### src/rtl/bsc_pkg.sv
// ============================================================================
// bsc_pkg
// Shared types, constants and multiply helpers for the barometric sensor
// compensation core.
// ============================================================================
package bsc_pkg;

    localparam int DIV_BITS = 64;

    localparam logic [20:0]        PR_FULL    = 21'd1048576;
    localparam logic signed [32:0] TFINE_OFS  = 33'sd128000;
    localparam logic signed [16:0] NUM_SCALE  = 17'sd3125;
    localparam logic [63:0]        Y_BIAS     = 64'h0000_8000_0000_0000;
    localparam logic [31:0]        TEMP_ROUND = 32'd128;

    typedef enum logic [1:0] {
        REG_TCOEF = 2'd0,
        REG_PLOW  = 2'd1,
        REG_PHIGH = 2'd2,
        REG_P9    = 2'd3
    } t_reg_idx;

    typedef struct packed {
        logic [15:0] t1;
        logic [15:0] t2;
        logic [15:0] t3;
        logic [15:0] p1;
        logic [15:0] p2;
        logic [15:0] p3;
        logic [15:0] p4;
        logic [15:0] p5;
        logic [15:0] p6;
        logic [15:0] p7;
        logic [15:0] p8;
        logic [15:0] p9;
    } t_coef;

    typedef struct packed {
        logic        vld;
        logic [15:0] temp;
        logic [63:0] num;
        logic [63:0] dv;
    } t_div_in;

    typedef struct packed {
        logic        vld;
        logic [15:0] temp;
        logic        inv;
        logic        neg;
        logic [63:0] q;
    } t_div_out;

    // Low word of a 64-bit operand times a signed 17-bit factor, full product.
    function automatic logic [49:0] mul_lo(input logic [31:0] a,
                                           input logic signed [16:0] b);
        logic signed [49:0] r;
        r = $signed({1'b0, a}) * b;
        return r;
    endfunction

    // Any 32-bit word times a sign-extended 17-bit factor, low 32 bits only.
    function automatic logic [31:0] mul_hi(input logic [31:0] a,
                                           input logic signed [16:0] b);
        logic [31:0] bx;
        bx = {{15{b[16]}}, b};
        return a * bx;
    endfunction

    // Recombines the two partial products into the low 64 bits.
    function automatic logic [63:0] join64(input logic [49:0] lo,
                                           input logic [31:0] hi);
        return {{14{lo[49]}}, lo} + {hi, 32'd0};
    endfunction

endpackage

### src/rtl/bsc_cfg.sv
// ============================================================================
// bsc_cfg
// APB register file holding the factory calibration words.
// ============================================================================
module bsc_cfg
    import bsc_pkg::*;
(
    input  logic        i_clk,
    input  logic        i_rst_n,
    input  logic        psel,
    input  logic        penable,
    input  logic        pwrite,
    input  logic [4:0]  paddr,
    input  logic [63:0] pwdata,
    output logic [63:0] prdata,
    output logic        pready,
    output t_coef       o_coef
);
    logic [47:0] r_tcoef;
    logic [63:0] r_plow;
    logic [63:0] r_phigh;
    logic [15:0] r_p9;
    t_reg_idx    w_idx;
    logic        w_wr;

    assign w_idx  = t_reg_idx'(paddr[4:3]);
    assign w_wr   = psel && penable && pwrite;
    assign pready = 1'b1;

    always_ff @(posedge i_clk) begin
        if (!i_rst_n) begin
            r_tcoef <= '0;
            r_plow  <= '0;
            r_phigh <= '0;
            r_p9    <= '0;
        end else if (w_wr) begin
            case (w_idx)
                REG_TCOEF: r_tcoef <= pwdata[47:0];
                REG_PLOW:  r_plow  <= pwdata;
                REG_PHIGH: r_phigh <= pwdata;
                REG_P9:    r_p9    <= pwdata[15:0];
                default: ;
            endcase
        end
    end

    always_comb begin
        case (w_idx)
            REG_TCOEF: prdata = {16'd0, r_tcoef};
            REG_PLOW:  prdata = r_plow;
            REG_PHIGH: prdata = r_phigh;
            REG_P9:    prdata = {48'd0, r_p9};
            default:   prdata = '0;
        endcase
    end

    always_comb begin
        o_coef.t1 = r_tcoef[15:0];
        o_coef.t2 = r_tcoef[31:16];
        o_coef.t3 = r_tcoef[47:32];
        o_coef.p1 = r_plow[15:0];
        o_coef.p2 = r_plow[31:16];
        o_coef.p3 = r_plow[47:32];
        o_coef.p4 = r_plow[63:48];
        o_coef.p5 = r_phigh[15:0];
        o_coef.p6 = r_phigh[31:16];
        o_coef.p7 = r_phigh[47:32];
        o_coef.p8 = r_phigh[63:48];
        o_coef.p9 = r_p9;
    end
endmodule

### config.mk
export PLATFORM = sky130hd
export DESIGN_NAME = bsc_cfg
export DESIGN_NICKNAME = d
export VERILOG_FILES = /design/src/rtl/bsc_pkg.sv /design/src/rtl/bsc_cfg.sv
export SDC_FILE = /design/constraint.sdc
export NUM_CORES = 1
export LEC_CHECK = 0
export BUFFER_PORTS_ARGS = -buffer_cell sky130_fd_sc_hd__buf_2
export CORE_AREA = 2 2 152 117
export CTS_BUF_LIST = sky130_fd_sc_hd__clkbuf_4
export CTS_CLUSTER_DIAMETER = 150
export DETAILED_ROUTE_END_ITERATION = 8
export DIE_AREA = 0 0 154 119
export PLACE_DENSITY = 0.81
export SYNTH_ARGS = -nofsm -noshare
export SYNTH_HDL_FRONTEND = slang
export SYNTH_SLANG_ARGS = --single-unit
### constraint.sdc
create_clock -name i_clk -period 2.4 [get_ports i_clk]
set_clock_uncertainty 0.15 [all_clocks]
set_input_delay 0.12 -clock i_clk [delete_from_list [all_inputs] [get_ports i_clk]]
set_output_delay 0.12 -clock i_clk [all_outputs]
set_load 0.01 [all_outputs]
# Yosys cells after proc, flatten, opt, wreduce, memory -nomap -nowiden
# Cells that the tools add are included.
# word_totals
in_bits,74
out_inout_bits,257
reg_bits,192
word_cells,15
# op_classes
n_mux,1
n_reduce_logical,7
n_eq_ne,3
# ops
operator,n
$pmux W64 S4,1
$reduce_and A2 Y1,4
$eq A2 B2 Y1 const B,2
$eq A2 B1 Y1 const B,1
$logic_and A1 B1 Y1,2
$logic_not A2 Y1,1

# Longest topological paths before layout
# Gate-level depths: netlist of run 1.
# logic_depth
word_depth,3
depth_mapped,6
depth_no_buf,3

# Least setup slack after synthesis of run 1
# OpenSTA, ideal clock, no wires.
# synth_path
kind,in2out
start,in paddr[3]
end,out prdata[0]
required_ns,2.130
cell_stages,3
n_path_buf,2
slack_ns,0.987
arrival_time_ns,1.143
path_cell_list,buf_2 -> buf_2 -> mux4_2
# synth_via
elab_chain_len,2
word_cells_on_any_way,5
cone_classes,eq/ne: 3; mux: 1; reduce/logical: 1
# synth_rtl
item,line,text
from (decl),bsc_cfg.sv:13,"input logic [4:0] paddr,"
$eq A2 B2 Y1 (tied with other cells),bsc_cfg.sv:48,case (w_idx)
$pmux W64 S4 *,bsc_cfg.sv:48,
to (decl),bsc_cfg.sv:15,"output logic [63:0] prdata,"
# Every way passes the cells marked *; elsewhere a longest branch is shown, timed or not.

# Worst setup path after layout of run 1
# layout_path
start,in paddr[4]
end,out prdata[35]
# Same word-level chain as after synthesis.

==> results of run 1 <==
state kept, by name (all words and copies together), names as in the netlist:
name / count
r_plow: 64
r_p9: 16
r_phigh: 64
r_tcoef: 48
synthesized netlist by cell type:
cell type	number	share of area (%)
sky130_fd_sc_hd__buf_6	3	0.41
sky130_fd_sc_hd__nand3_1	1	0.061
sky130_fd_sc_hd__conb_1	1	0.045
sky130_fd_sc_hd__nor2_2	1	0.076
sky130_fd_sc_hd__buf_4	11	1.0
sky130_fd_sc_hd__clkbuf_1	36	1.6
sky130_fd_sc_hd__mux4_2	16	4.4
sky130_fd_sc_hd__a22o_1	16	1.7
sky130_fd_sc_hd__mux2i_1	224	27
sky130_fd_sc_hd__o21ai_0	32	1.9
sky130_fd_sc_hd__or3_4	1	0.14
sky130_fd_sc_hd__nand2_1	289	13
sky130_fd_sc_hd__nor3b_1	2	0.18
sky130_fd_sc_hd__buf_1	1	0.045
sky130_fd_sc_hd__buf_2	15	0.91
sky130_fd_sc_hd__dfxtp_1	192	47
sky130_fd_sc_hd__buf_8	3	0.55
sky130_fd_sc_hd__nor2b_1	2	0.15
layer usage:
| metal | share of wire, % | vias to the layer above | wire length [µm] |
|---|---|---|---|
| met1 | 42 | 3605 | 10000 |
| met2 | 50 | 281 | 11800 |
| met4 | 1.0 | 0 | 247 |
| li1 | - | 3583 | - |
| met5 | 0 | - | 0 |
| met3 | 6.7 | 24 | 1600 |
layout make-up:
| cell class | instances | area [µm²] | share of cell area [%] |
|---|---|---|---|
| clock buffer | 19 | 143 | 1.30 |
| clock inverter | 13 | 155 | 1.41 |
| multi-input combinational | 585 | 4060 | 37.0 |
| sequential | 192 | 3840 | 35.0 |
| tap | 220 | 275 | 2.51 |
| timing repair buffer | 408 | 2490 | 22.7 |
through the flow:
step | cell area, µm² | power (µW) | setup WS [ps]
2_1_floorplan | 8260 | 3620 | 987
3_3_place_gp | 10000 | 3800 | 511
3_5_place_dp | 10000 | 3810 | 472
4_1_cts | 11000 | 5690 | 467
5_1_grt | 11000 | 5860 | 368
6_report | 11000 | 5650 | 479
path summary, 6_finish.rpt:
kind	end	from	cells past startpoint
worst max-delay path	prdata[35]	paddr[4]	6
worst min-delay path	r_p9[6]$_SDFFE_PN0P_	penable	5
worst max register to register	r_p9[3]$_SDFFE_PN0P_	r_p9[3]$_SDFFE_PN0P_	2
worst min register to register	r_phigh[15]$_SDFFE_PN0P_	r_phigh[15]$_SDFFE_PN0P_	2
timing repair:
| action | 4_1_cts | 5_1_grt |
|---|---|---|
| resized for setup | 0 | 0 |
| hold endpoints to repair | 192 | 0 |
| hold buffers | 65 | 0 |
cell families (layout without fill, tap and decap cells):
| logic type | Yosys count | in the layout |
|---|---|---|
| simple gates | 296 | 296 |
| mux | 240 | 240 |
| flops | 192 | 192 |
| buf+inv | 69 | 440 |
| compound gates | 48 | 48 |
| other cells | 1 | 1 |
power by group:
part / switching, µW / internal (µW) / leakage (µW) / total, µW
combinational: 306 / 256 / 0.00354 / 562
sequential: 34.2 / 3230 / 0.00155 / 3270
clock: 1150 / 672 / 0.000158 / 1820
total: 1490 / 4160 / 0.00525 / 5650
worst max-delay path: stages:
cell and delay (ps):
sky130_fd_sc_hd__buf_2 350, sky130_fd_sc_hd__nor2b_4 540, sky130_fd_sc_hd__buf_12 270, sky130_fd_sc_hd__nand2_1 70
sky130_fd_sc_hd__o21ai_0 90, sky130_fd_sc_hd__buf_2 180
==> results list, run 1 <==
- Count of non-filler cells in the finished layout: ~1400
- After legalization and detailed placement, the total HPWL measured roughly 16000 µm.
- During I/O placement, the number of pins put on the boundary was between 300 and 400.
* Distinct cell type count of the synthesized netlist: 18
* Critical Path End Type: output pin
- Mux contribution to synthesized area: about a third
* VDD IR max: 0.271 mV
* Power density over cell area: a little over 500 nW/µm²
- The critical path in this run is classified as primary input to output pin.
- Simple logic cell fraction of the synthesized area: a little over an eighth
* Final core utilization: around 64%
- For this run, design rule violations remaining after detail routing come to 0.
- Number of global-route vias before repair: slightly above 7000
- Max-Cap Viols: 0
- Timing-limited maximum frequency: 520 MHz
- Clock tree from TritonCTS: done
* Register clock-pin slew on the reported worst setup and hold paths: around 170 ps
- Each instance of the synthesized netlist takes up on average 9.76 µm².
- For this run, the total global-route usage over all layers was measured as between 20% and 30%.
- Initial drt markers: 446
- Final hold analysis gives a worst-case slack of 163 ps.
* Die Footprint: between 15000 and 20000 µm²
- The synthesized netlist devotes 0% of its cell area to adder and majority cells.
* Average wire per cell in the routed design: roughly 16 µm
* Layout Area Growth over Synthesis: 32.8%
- Startpoint Class: primary input
- Compound-gate portion of the synthesized area: under 10%
- The smallest clock period supported by the final layout is computed as about 1900 ps.
- For the pin with the worst max-slew slack, the measured transition is between 900 and 1000 ps.
- The max-slew violation count is 0.
* Leakage power: between 0.005 and 0.006 µW
- Number of warnings issued by yosys: 0
- Number of cells after detailed placement: ~1300
* Unrepaired setup endpoints after global routing: false
- After synthesis the netlist holds a flip-flop and latch count of approximately 190.
* Met1 usage in global routing: between 30% and 40%
* Met2 layer usage reported by global route: 45.1%
- Before antenna repair, the detailed router went through 6 iterations.
* Number of clock buffers inserted by TritonCTS: 17
* Maximum clock insertion buffer count: 2
* Vias per cell: ~5.2
* Leading cell types in the layout, fill and taps excluded: sky130_fd_sc_hd__buf_2 (324), sky130_fd_sc_hd__nand2_1 (289), sky130_fd_sc_hd__mux2i_1 (224)
- After floorplanning, the core was divided into between 40 and 50 placement rows.
* Synth Cell Area: roughly 8300 µm²
* DR vias: 7493
- Total nets after synthesis: slightly above 900
- Leftover overflow at the end of global routing: 0
- Setup repair bufs after CTS: 0
- M3 GR Usage: under 10%
- The number of hold-slack violations in the final timing report is 0.
* Post-synthesis instance total: between 800 and 900
- At the later pin of the worst-skew pair, clock insertion delay measures 550 ps.
- The first global-routing pass estimated between 30000 and 40000 µm of wire.
- For this design, the sink count on the clock tree is ~190.
* Count of H-tree levels built during CTS: 4
- In this run the horizontal extent of the chip is between 150 and 200 µm.
* Slack of the worst reg-to-reg path: around 1600 ps
* Clock tree root buffer cell: sky130_fd_sc_hd__clkbuf_4
* Initial antenna violation count: 0
- In the final design database the tool counted ~1300 nets.
- Number of nets still failing antenna checks after routing: 0
- DIE HEIGHT: approximately 120 µm
- Finish-stage setup viols: 0
- Along the worst path, the maximum fanout reaches 33.
- Gpl congestion: 0.812
- Counting the fill cells in the layout gives 1360.
* Proportion of synthesized chip area in sequential cells: ~47%
* Initial Utilization: between 40% and 50%
- Port Buffers: 326
- Routed wire length: roughly 24000 µm
- Dominant combinational cell family by area after synthesis: multiplexers
- Share of final-layout standard cells stronger than drive strength 1: around a third
- The synthesized netlist devotes 0% of its cell area to XOR and XNOR gates.
* Grt peak-use layer: met2
* Core footprint: between 15000 and 20000 µm²
* Required arrival time at the worst endpoint: ~2100 ps
- Path type of the worst min-delay path: primary input to flip-flop
- Entering global routing, the biggest net connects 70 pins.
- Max transition margin: between 30% and 40%
* Result of the run: completed
- Setup TNS after final layout: 0 ps
- 0 antenna diodes ended up in the layout.
- Crit share post-route: approximately four fifths
- For the worst setup path, the data arrival time is about 1700 ps.
- Leaving out fill and tap cells, the most frequent cell in the layout is sky130_fd_sc_hd__buf_2.
No activity file was read; power rests on OpenSTA's default activity.
==> run 2: changes to the inputs <==
--- a/config.mk
+++ b/config.mk
@@ -6,12 +6,12 @@
 export NUM_CORES = 1
 export LEC_CHECK = 0
 export BUFFER_PORTS_ARGS = -buffer_cell sky130_fd_sc_hd__buf_2
-export CORE_AREA = 2 2 152 117
+export CORE_AREA = 2 2 160 123
 export CTS_BUF_LIST = sky130_fd_sc_hd__clkbuf_4
 export CTS_CLUSTER_DIAMETER = 150
 export DETAILED_ROUTE_END_ITERATION = 8
-export DIE_AREA = 0 0 154 119
-export PLACE_DENSITY = 0.81
+export DIE_AREA = 0 0 162 125
+export PLACE_DENSITY = 0.77
 export SYNTH_ARGS = -nofsm -noshare
 export SYNTH_HDL_FRONTEND = slang
 export SYNTH_SLANG_ARGS = --single-unit
==> constraint.sdc (replaced) <==
create_clock -name i_clk -period 1.6 [get_ports i_clk]
set_clock_uncertainty 0.15 [all_clocks]
set_input_delay 0.08 -clock i_clk [delete_from_list [all_inputs] [get_ports i_clk]]
set_output_delay 0.08 -clock i_clk [all_outputs]
set_load 0.01 [all_outputs]
==> results list, run 2 (synthesis gave the netlist of run 1 again) <==
- Result of the run: finished with violations (was completed).
- The checks that failed: setup timing.
- Crit path max fanout: 2 (was 33)
* Clock tree root buffer cell: sky130_fd_sc_hd__clkbuf_4 (unchanged)
- The first-pass GRT wire length is 40100 µm (was 37100 µm).
- Core footprint: 18800 µm² (was 17100 µm²)
- The number of violations reported at the end of detailed-routing iteration 0 is 511 (was 446).
- The average vias per placed instance was 5.07 (was 5.21).
- The final weighted congestion of routability-driven global placement was 0.807 (was 0.812).
* Depth of the worst register-to-register path: 3 (was 2)
* Die Footprint: 20300 µm² (was 18300 µm²)
- The post-place instance area is 10300 µm² (was 10000 µm²).
- Worst hold path depth: 5 (unchanged)
- The first-pass iteration count of the detailed router came to 5 (was 6).
* Required arrival time at the worst endpoint: 1370 ps (was 2130 ps)
- The vertical extent of the die was 125 µm (was 119 µm).
- The largest voltage drop on the vdd net came to 0.604 mV (was 0.271 mV).
- The source of the critical timing path is r_tcoef[15]$_SDFFE_PN0P_ (was paddr[4]).
- Number of global-route vias before repair: 7671 (was 7186)
* Beginning of the worst register-to-register path: r_phigh[33]$_SDFFE_PN0P_ (was r_p9[3]$_SDFFE_PN0P_)
- Clock latency at the later pin of the worst-skew pair: 550 ps (about the same)
- The worst path setup slack after routing came to -164 ps (was 479 ps).
- The number of hold-slack violations in the final timing report came to 0 (unchanged).
- DR vias: 8047 (was 7493)
* Average wire per cell in the routed design: 17.0 µm (was 16.5 µm)
- The endpoint of the most critical register-to-register path was r_phigh[33]$_SDFFE_PN0P_ (was r_p9[3]$_SDFFE_PN0P_).
* Leakage power: 0.00601 µW (was 0.00525 µW)
- The sort of element at the end of the critical path was an output pin (unchanged).
- Final max-slew violation count: 0 (unchanged)
- Static timing analysis puts the maximum clock frequency at roughly 570 MHz.
* Number of clock buffers inserted by TritonCTS: 17 (unchanged)
* Final core utilization: 65.5% (was 64.2%)
- Unrepaired setup endpoints after global routing: true (was false)
- Leftover overflow at the end of global routing: 0 (unchanged)
* Nets@finish: 1396 (was 1278)
- The die span in x came to 162 µm (was 154 µm).
- Maximum number of pins on one net before global-route repair: 51 (was 70)
- Post-detailed-placement half-perimeter wirelength: 16800 µm (was 15600 µm)
* Max transition margin: 31.7% (was 34.4%)
- The floorplan row count is 44 (was 42).
- Routed wire length: 27000 µm (was 23700 µm)
- The final cell area excluding filler cells came to 12300 µm² (was 11000 µm²).
- Register clock-pin slew on the reported worst setup and hold paths: 160 ps (was 170 ps)
- Maximum clock insertion buffer count: 2 (unchanged)
- The initial antenna violation count is 0 (unchanged).
- Path type of the worst min-delay path: primary input to flip-flop (unchanged)
* Power density over cell area: 700 nW/µm² (was 515 nW/µm²)
- Slack of the worst reg-to-reg path: 250 ps (was 1560 ps)
- Most common cell after layout, fill and taps aside: sky130_fd_sc_hd__buf_2 (unchanged)
- The top-level I/O count is 331 (unchanged).
- The max-capacitance violation count was 0 (unchanged).
- The total number of H-tree levels is 4 (unchanged).
* Critical path arrival: 1530 ps (was 1650 ps)
- Maximum cell stage delay along the critical path: 470 ps (was 540 ps)
- The total of endpoints with negative setup slack in the final report came to 21 (was 0).
- The endpoint of the most critical setup path is prdata[15] (was prdata[35]).
- Leading cell types in the layout, fill and taps excluded: sky130_fd_sc_hd__buf_2 (312), sky130_fd_sc_hd__nand2_1 (289), sky130_fd_sc_hd__mux2i_1 (223) (was sky130_fd_sc_hd__buf_2 (324), sky130_fd_sc_hd__nand2_1 (289), sky130_fd_sc_hd__mux2i_1 (224)).
* Share of final-layout standard cells stronger than drive strength 1: 46.9% (was 32.5%)
- The worst path uses 110% of the clock period.
- The smallest hold slack came to 61.5 ps (was 163 ps).
* CP cell instances: mux4_2, buf_6 (was buf_2, nor2b_4, buf_12, nand2_1, o21ai_0, buf_2)
- Setup TNS after final layout: -2460 ps (was 0 ps)
- The count of inserted antenna diode cells came to 0 (unchanged).
- The number of clock sinks came to 192 (unchanged).
* Top Registers: r_phigh x64, r_plow x64, r_tcoef x48 (unchanged)
- The number of buffers added on ports is 326 (unchanged).
- Classification of the worst setup path: flip-flop to output pin (was primary input to output pin)
- Clock tree from TritonCTS: done (unchanged)
- The routed design could run at a clock period as short as between 1500 and 2000 ps.
- The total track usage came to 25.0% (was 25.1%).
- Residual DRC: 0 (unchanged)
- Startpoint Class: flip-flop (was primary input)
- The remaining antenna violation count after routing came to 0 (unchanged).
- Layout Area Growth over Synthesis: 49.3% (was 32.8%)
* Initial Utilization: 43.9% (was 48.4%)
- The slew of the pin with the lowest slew margin is 1020 ps (was 984 ps).
- The critical path's slowest cell was sky130_fd_sc_hd__mux4_2 (was sky130_fd_sc_hd__nor2b_4).
## run 2: how the worst min path moves through the flow
stage	startpoint	end	slack [ps]
after detailed placement	pwdata[54]	r_plow[54]$_SDFFE_PN0P_	220
after global routing	paddr[3]	r_phigh[0]$_SDFFE_PN0P_	4
after CTS	i_rst_n	r_phigh[42]$_SDFFE_PN0P_	1
final	paddr[3]	r_phigh[7]$_SDFFE_PN0P_	60
after global placement	pwdata[50]	r_phigh[50]$_SDFFE_PN0P_	210
after floorplan	pwdata[48]	r_plow[48]$_SDFFE_PN0P_	90
## run 2: metrics by stage
stage	setup WS [ps]	power (µW)	cells
2_1_floorplan	240	5430	846
3_3_place_gp	70.6	5740	1391
3_5_place_dp	-12.5	5750	1391
4_1_cts	-221	8640	1551
5_1_grt	-269	8970	1588
6_report	-164	8630	1588
## run 2: power breakdown
group | switching, µW | total (µW) | internal [µW]
Sequential | 47.6 | 4890 | 4850
Combinational | 507 | 983 | 476
Clock | 1750 | 2750 | 1000
Total | 2310 | 8630 | 6330
## run 2: cell type report
type	instances	area [µm²]
Sequential cell	192	4030
Fill cell	1472	6500
Clock inverter	13	156
Clock buffer	19	143
Timing Repair Buffer	526	3630
Multi-Input combinational cell	585	4060
Tap cell	253	317
## run 2: timing repair
item,in CTS,in global routing
resized for setup,99,91
setup buffers,47,22
pin swaps,1,4
endpoints found under the hold margin,192,3
hold buffers,81,18
endpoints found under the setup margin,39,86
## run 2: worst max-delay path, delay by kind of cell, from the launching register on
kind | cells | cell delay, ps
flip-flops | 1 | 370
buffers and inverters | 1 | 140
multiplexers | 1 | 470
## run 2: layer usage
metal | routed length [µm] | vias up | track usage [%] | share of wire, %
met2 | 13500 | 331 | 43.6 | 50
met5 | 0 | - | 0 | 0
met4 | 571 | 0 | 7.91 | 2.1
li1 | - | 3811 | - | -
met3 | 1930 | 45 | 7.27 | 7.2
met1 | 11000 | 3860 | 29.5 | 41
